**config.mk**
```make
export PLATFORM = sky130hd
export DESIGN_NAME = block_median_decimator_top
export DESIGN_NICKNAME = d
export VERILOG_FILES = /design/src/rtl/bmd_pkg.sv /design/src/rtl/block_median_decimator_top.sv
export SDC_FILE = /design/constraint.sdc
export NUM_CORES = 1
export LEC_CHECK = 0
export ABC_AREA = 0
export BUFFER_PORTS_ARGS = -buffer_cell sky130_fd_sc_hd__buf_4
export CORE_MARGIN = 4
export CORE_UTILIZATION = 56
export CTS_CLUSTER_DIAMETER = 120
export DETAILED_ROUTE_END_ITERATION = 6
export PLACE_DENSITY_LB_ADDON = 0.2
export SLEW_MARGIN = 20
export SYNTH_ARGS = -nofsm -noshare
export SYNTH_HDL_FRONTEND = slang
export SYNTH_SLANG_ARGS = --single-unit
```
**constraint.sdc**
```tcl
create_clock -name i_clk -period 3.7 [get_ports i_clk]
set_input_delay 0.37 -clock i_clk [delete_from_list [all_inputs] [get_ports i_clk]]
set_output_delay 0.37 -clock i_clk [all_outputs]
set_load 0.005 [all_outputs]
```
**src/rtl/bmd_pkg.sv**
```systemverilog
`default_nettype none

package bmd_pkg;

    localparam int unsigned ORDER_W   = 5;
    localparam logic [ORDER_W-1:0] ORDER_RST = 5'd3;

    typedef enum logic [2:0] {
        ST_IDLE,
        ST_RDC,
        ST_LDC,
        ST_CMP,
        ST_PUSH
    } t_state;

endpackage

`default_nettype wire

```
**src/rtl/block_median_decimator_top.sv**
```systemverilog
`default_nettype none
// Channel   | Dir | Handshake                     | Payload
// s_axis    | in  | s_axis_tvalid / s_axis_tready | tdata: sample_value; tlast: end_of_signal
// m_axis    | out | m_axis_tvalid / m_axis_tready | tdata: median_value
// cfg       | in  | i_cfg_valid / o_cfg_ready     | i_cfg_data: window_order
//
// A sample that does not close a window leaves the sequencer idle and ready for the next sample.
// Closing a window of order k runs a rank search on one comparator that reads
// the window RAM one entry per cycle.
// The synchronous reset clears the count and the sequencer and sets the order to 3.
// Input is held off during the search; a result waiting in the output
// register blocks only the load of the next result.

module block_median_decimator_top
    import bmd_pkg::*;
#(
    parameter int unsigned MAX_ORDER    = 16,
    parameter int unsigned SAMPLE_WIDTH = 32
) (
    input  wire logic                                 i_clk,
    input  wire logic                                 i_rst_n,
    input  wire logic                                 s_axis_tvalid,
    output logic                                      s_axis_tready,
    // [SAMPLE_WIDTH-1:0] sample_value, rest zero
    input  wire logic [((SAMPLE_WIDTH + 7) / 8) * 8 - 1:0] s_axis_tdata,
    // end_of_signal
    input  wire logic                                 s_axis_tlast,
    output logic                                      m_axis_tvalid,
    input  wire logic                                 m_axis_tready,
    // [SAMPLE_WIDTH-1:0] median_value, rest zero
    output logic [((SAMPLE_WIDTH + 7) / 8) * 8 - 1:0] m_axis_tdata,
    input  wire logic                                 i_cfg_valid,
    output logic                                      o_cfg_ready,
    input  wire logic [ORDER_W-1:0]                   i_cfg_data
);

    localparam int unsigned DW = ((SAMPLE_WIDTH + 7) / 8) * 8;
    localparam int unsigned AW = (MAX_ORDER > 1) ? $clog2(MAX_ORDER) : 1;
    localparam int unsigned CW = $clog2(MAX_ORDER + 1);
    localparam int unsigned OW = (CW > ORDER_W) ? CW : ORDER_W;

    logic [SAMPLE_WIDTH-1:0] mem [MAX_ORDER];

    t_state                  r_state, n_state;
    logic [ORDER_W-1:0]      r_order;
    logic [CW-1:0]           r_fill, n_fill;
    logic [AW-1:0]           r_i, n_i;
    logic [AW-1:0]           r_jd, n_jd;
    logic [CW-1:0]           r_cnt, n_cnt;
    logic [SAMPLE_WIDTH-1:0] r_cand, n_cand;
    logic [SAMPLE_WIDTH-1:0] r_rd;
    logic [SAMPLE_WIDTH-1:0] r_med;
    logic                    r_ov, n_ov;

    logic [CW-1:0]           k;
    logic [OW-1:0]           order_ext;
    logic [AW-1:0]           rd_addr;
    logic                    wr_en;
    logic                    accept;
    logic                    less;
    logic [CW-1:0]           rank;
    logic [CW-1:0]           fill_inc;
    logic                    last_j;
    logic                    push_ok;

    assign order_ext = OW'(r_order);
    always_comb begin
        if (r_order == '0) begin
            k = CW'(1);
        end else if (order_ext > OW'(MAX_ORDER)) begin
            k = CW'(MAX_ORDER);
        end else begin
            k = CW'(order_ext);
        end
    end

    assign o_cfg_ready   = 1'b1;
    assign accept        = s_axis_tvalid && s_axis_tready;
    assign m_axis_tvalid = r_ov;
    assign m_axis_tdata  = DW'(r_med);

    assign less     = ($signed(r_rd) < $signed(r_cand))
                      || ((r_rd == r_cand) && (r_jd < r_i));
    assign rank     = r_cnt + CW'(less);
    assign last_j   = (CW'(r_jd) == (k - CW'(1)));
    assign fill_inc = (r_fill < CW'(MAX_ORDER)) ? (r_fill + CW'(1)) : r_fill;
    assign push_ok  = !r_ov || m_axis_tready;

    // outputs of the sequencer
    always_comb begin
        s_axis_tready = 1'b0;
        wr_en         = 1'b0;
        rd_addr       = r_i;
        case (r_state)
            ST_IDLE: begin
                s_axis_tready = 1'b1;
                wr_en         = accept && (r_fill < CW'(MAX_ORDER));
            end
            ST_RDC:  rd_addr = r_i;
            ST_LDC:  rd_addr = '0;
            ST_CMP:  rd_addr = r_jd + AW'(1);
            ST_PUSH: rd_addr = r_i;
            default: rd_addr = r_i;
        endcase
    end

    // next state
    always_comb begin
        n_state = r_state;
        n_fill  = r_fill;
        n_i     = r_i;
        n_jd    = r_jd;
        n_cnt   = r_cnt;
        n_cand  = r_cand;
        n_ov    = r_ov;
        if (r_ov && m_axis_tready) begin
            n_ov = 1'b0;
        end
        case (r_state)
            ST_IDLE: begin
                if (accept) begin
                    if (fill_inc >= k) begin
                        n_fill  = '0;
                        n_i     = '0;
                        n_state = ST_RDC;
                    end else begin
                        n_fill = fill_inc;
                    end
                    if (s_axis_tlast) begin
                        n_fill = '0;
                    end
                end
            end
            ST_RDC: begin
                n_state = ST_LDC;
            end
            ST_LDC: begin
                n_cand  = r_rd;
                n_jd    = '0;
                n_cnt   = '0;
                n_state = ST_CMP;
            end
            ST_CMP: begin
                n_cnt = rank;
                n_jd  = r_jd + AW'(1);
                if (last_j) begin
                    if (rank == (k >> 1)) begin
                        n_state = ST_PUSH;
                    end else begin
                        n_i     = r_i + AW'(1);
                        n_state = ST_RDC;
                    end
                end
            end
            ST_PUSH: begin
                if (push_ok) begin
                    n_ov    = 1'b1;
                    n_state = ST_IDLE;
                end
            end
            default: begin
                n_state = ST_IDLE;
            end
        endcase
    end

    always_ff @(posedge i_clk) begin
        if (wr_en) begin
            mem[r_fill[AW-1:0]] <= s_axis_tdata[SAMPLE_WIDTH-1:0];
        end
        r_rd <= mem[rd_addr];
    end

    always_ff @(posedge i_clk) begin
        if (!i_rst_n) begin
            r_state <= ST_IDLE;
            r_order <= ORDER_RST;
            r_fill  <= '0;
            r_ov    <= 1'b0;
        end else begin
            r_state <= n_state;
            r_fill  <= n_fill;
            r_ov    <= n_ov;
            if (i_cfg_valid && o_cfg_ready) begin
                r_order <= i_cfg_data;
            end
        end
    end

    always_ff @(posedge i_clk) begin
        r_i    <= n_i;
        r_jd   <= n_jd;
        r_cnt  <= n_cnt;
        r_cand <= n_cand;
        if (r_state == ST_PUSH && push_ok) begin
            r_med <= r_cand;
        end
    end

    a_fill_range: assert property (@(posedge i_clk) disable iff (!i_rst_n)
        r_fill <= CW'(MAX_ORDER))
        else $error("window count beyond depth");

    a_cand_range: assert property (@(posedge i_clk) disable iff (!i_rst_n)
        (r_state == ST_CMP) |-> (CW'(r_i) < k))
        else $error("candidate index ran past window");

    a_scan_range: assert property (@(posedge i_clk) disable iff (!i_rst_n)
        (r_state == ST_CMP) |-> (CW'(r_jd) < k))
        else $error("scan index ran past window");

    a_push_load: assert property (@(posedge i_clk) disable iff (!i_rst_n)
        (r_state == ST_PUSH && push_ok) |=> (r_ov && r_state == ST_IDLE))
        else $error("result not loaded");

    a_no_input_busy: assert property (@(posedge i_clk) disable iff (!i_rst_n)
        (r_state != ST_IDLE) |-> !s_axis_tready)
        else $error("input taken during search");

endmodule

`default_nettype wire
```
==> flow_summary.yaml <==
finish:
  layout_common_cells: "edfxtp_1, mux2i_1, buf_4, clkbuf_16"
  layout-drive-gt1-share_pct: 15.3
  area_growth_pct: 13.4
  regArea_um2: 18600
  fin_util_pct: 64.6
  n_fill_cell: 3155
  final_common_cell: "edfxtp_1"
  diodes: 0
  fin_nets: 1706
  multiInputGateArea_um2: 6890
clock_network:
  root_buffer: "clkbuf_16"
  clk_pin_slew_ps: 60
  clk_path_buf_depth: 3
  cts.sinks: 635
  clkLatencyLatePin_ps: 630
  cts_tree: "yes"
  numCtsBuffers: 61
  cts.htree.levels: 2
grt:
  grt_start_max_net_pins: 81
  antenna_found_initial: 6
  grt_pass1_wl_um: 76600
  grt_overflow: 0
  track_usage_pct: 20.2
  grt_pass1_vias: 12900
timing:
  finalSetupViolations: 0
  slew_headroom_pct: 36.4
  finalHoldViolCount: 0
  fin_crit_ps: 3570
  fmax_mhz: 280
  finClkSkew_ps: 19.1
  tightest_slew_ps: 952
  final-max-slew-violation-count: 0
  post-route-period-util_pct: 96.5
  fin_tns_setup_ps: 0
synth:
  avgSynthCellArea_um2: 17.7
  syn_nets: 1563
  yosysSeqAreaShare_pct: 71.3
  syn_inst: 1471
  ys_ff_latch: 635
  syn_area_um2: 26100
  ys_types: 54
  synthArstFlopShare_pct: 0
  synth-edff-count: 589
  ys_warn_count: 0
  dominantRegCellSynth: "edfxtp_1"
floorplanning:
  core.rowCount: 78
  start_util_pct: 57.0
  core_area_um2: 45800
  die_area_um2: 50100
  io_pins: 78
  die_w_um: 224
  dieHeight_um: 224
worst_setup_path:
  crit_arrival_ps: 4080
  critPathMaxFanout: 3
  path_class: "reg2reg"
  crit_required_ps: 4220
  reg2reg_slack_ps: 130
  timing.rr.end: "r_state[0]$_SDFFE_PN0P_"
  worstRegToRegCells: 17
  crit_path_end_kind: "flip-flop"
  startpoint_type: "flip-flop"
  rr_startpoint: "r_cand[21]$_DFFE_PP_"
routing:
  wl_um: 50800
  num_vias: 12800
  drt-initial-drc-count: 897
  drc: 0
  ant_nets: 0
  firstDrtPassIters: 5
  wl_per_cell_um: 22.4
  avgViaCountPerCell: 5.66
pwr:
  peakVddDrop_mv: 0.373
  power.leakage_nw: 11.5
  power_density_nw_per_um2: 535
place:
  dpl.hpwl_um: 28400
  gp_congestion: 0.788
  port_buffers: 76
min_path:
  worst_hold_path_type: "in2reg"
  holdPathEnd: "mem[8][26]$_DFFE_PP_"
  min_from: "s_axis_tdata[26]"
  hold_path_depth: 1
job:
  maxCapViolations: 0
run_status:
  status: "complete, no violations"
[cell type report]
cell class                      count  share of cell area, %
Sequential cell                   635                   62.9
Clock buffer                       83                   5.65
Tap cell                          600                   2.54
Multi-Input combinational cell    727                   23.3
Inverter                           46                  0.584
Clock inverter                     30                  0.884
Timing Repair Buffer              143                   4.18
[synthesized netlist by cell type, types with 2 or more instances]
cell | n | share of area [%]
a211oi_1 | 5 | 0.14
a21o_1 | 6 | 0.17
a21oi_1 | 17 | 0.33
and2_1 | 5 | 0.12
buf_12 | 19 | 1.5
buf_2 | 12 | 0.23
buf_4 | 15 | 0.43
buf_6 | 5 | 0.22
buf_8 | 4 | 0.23
clkbuf_1 | 7 | 0.10
dfxtp_1 | 46 | 3.5
edfxtp_1 | 589 | 68
ha_1 | 49 | 2.3
inv_1 | 46 | 0.66
mux2i_1 | 486 | 19
nand2_1 | 25 | 0.36
nand2b_1 | 7 | 0.17
nand3_1 | 17 | 0.33
nand4_1 | 7 | 0.17
nor2_1 | 28 | 0.40
nor2b_1 | 6 | 0.14
nor3_1 | 9 | 0.17
o2111ai_1 | 2 | 0.067
o211a_1 | 2 | 0.077
o211ai_1 | 2 | 0.058
o21a_1 | 3 | 0.086
o21ai_0 | 9 | 0.17
o21bai_1 | 2 | 0.058
or4_1 | 2 | 0.058
xnor2_1 | 10 | 0.34
xor2_1 | 6 | 0.20
[power breakdown]
| part | internal, W | switching, W | leakage, nW |
|---|---|---|---|
| Sequential | 0.00807 | 0.000113 | 5.71 |
| Combinational | 0.000737 | 0.000963 | 4.82 |
| Clock | 0.00338 | 0.00256 | 0.938 |
[routing by layer]
layer	global-route usage [%]	share of wire (%)	vias to the layer above
met2	32.6	48	304
met1	28.3	44	6475
met3	4.52	6.2	80
met4	5.21	2.2	2
li1	-	-	5964
met5	0	0.039	-
[sequential cells by signal, summed over array words and instances, names as in the netlist]
register and count:
m_axis_tdata 32, m_axis_tvalid 1, mem 512, order_ext 5, r_cand 32, r_cnt 5
r_fill 5, r_i 4, r_jd 4, r_rd 32, r_state 3
[kinds of logic (layout without fill, tap and decap cells)]
logic type               after synthesis  in the layout  share of synthesized area (%)
flip-flops                           635            635                           71.3
XOR/XNOR                              16             16                          0.537
buffers and inverters                109            302                           3.36
AND/OR/NAND/NOR                      114            114                           2.18
AO/OA/AOI/OAI                         59             59                           1.55
multiplexers                         488            488                           18.7
other                                  1              1                         0.0144
adder cells (fa/ha/maj)               49             49                           2.35
[worst max-delay path: stages (launching register included)]
cell and delay [ps]:
edfxtp_1 360, inv_1 50, ha_1 310, nand4_1 140, o211a_1 250, a2111o_1 360, o211ai_1 120, a21oi_1 90
mux2_4 320, ha_2 200, ha_4 160, buf_4 140, xnor2_2 140, nand3_1 110, o211ai_1 140, a21oi_4 260
a21oi_2 80, o211a_1 220
[metrics by stage]
step | std cells | cell area [µm²] | total power (W) | setup WS [ps] | hold WS [ps]
5_1_grt | 2264 | 29600 | 0.0165 | -25.5 | 18.2
4_1_cts | 2263 | 29500 | 0.0159 | 2.31 | 0.933
2_1_floorplan | 1471 | 26100 | 0.00953 | 294 | 408
3_5_place_dp | 2135 | 27400 | 0.00999 | -164 | 420
3_3_place_gp | 2135 | 27400 | 0.00995 | -106 | 413
6_report | 2264 | 29600 | 0.0158 | 131 | 39.0
[worst max-delay path by stage]
| stage | end | startpoint | slack [ps] | cells past startpoint |
|---|---|---|---|---|
| floorplan | r_i[0]$_SDFFCE_PP0P_ | r_cand[15]$_DFFE_PP_ | 290 | 14 |
| global placement | r_i[1]$_SDFFCE_PP0P_ | r_cand[9]$_DFFE_PP_ | -110 | 14 |
| detailed placement | r_i[1]$_SDFFCE_PP0P_ | r_cand[29]$_DFFE_PP_ | -160 | 16 |
| CTS | r_state[0]$_SDFFE_PN0P_ | r_cand[9]$_DFFE_PP_ | 2 | 15 |
| global route | r_state[0]$_SDFFE_PN0P_ | r_cand[28]$_DFFE_PP_ | -30 | 17 |
| finish | r_state[0]$_SDFFE_PN0P_ | r_cand[21]$_DFFE_PP_ | 130 | 17 |
[what timing repair did]
action                                  4_1_cts  5_1_grt
pin swaps                                     0        9
resized for setup                             7       10
endpoints found under the setup margin        5        6
setup buffers                                 0        1
hold endpoints to repair                     90        0
hold buffers                                 15        0
Note: power is estimated with default switching activity, not from simulation.
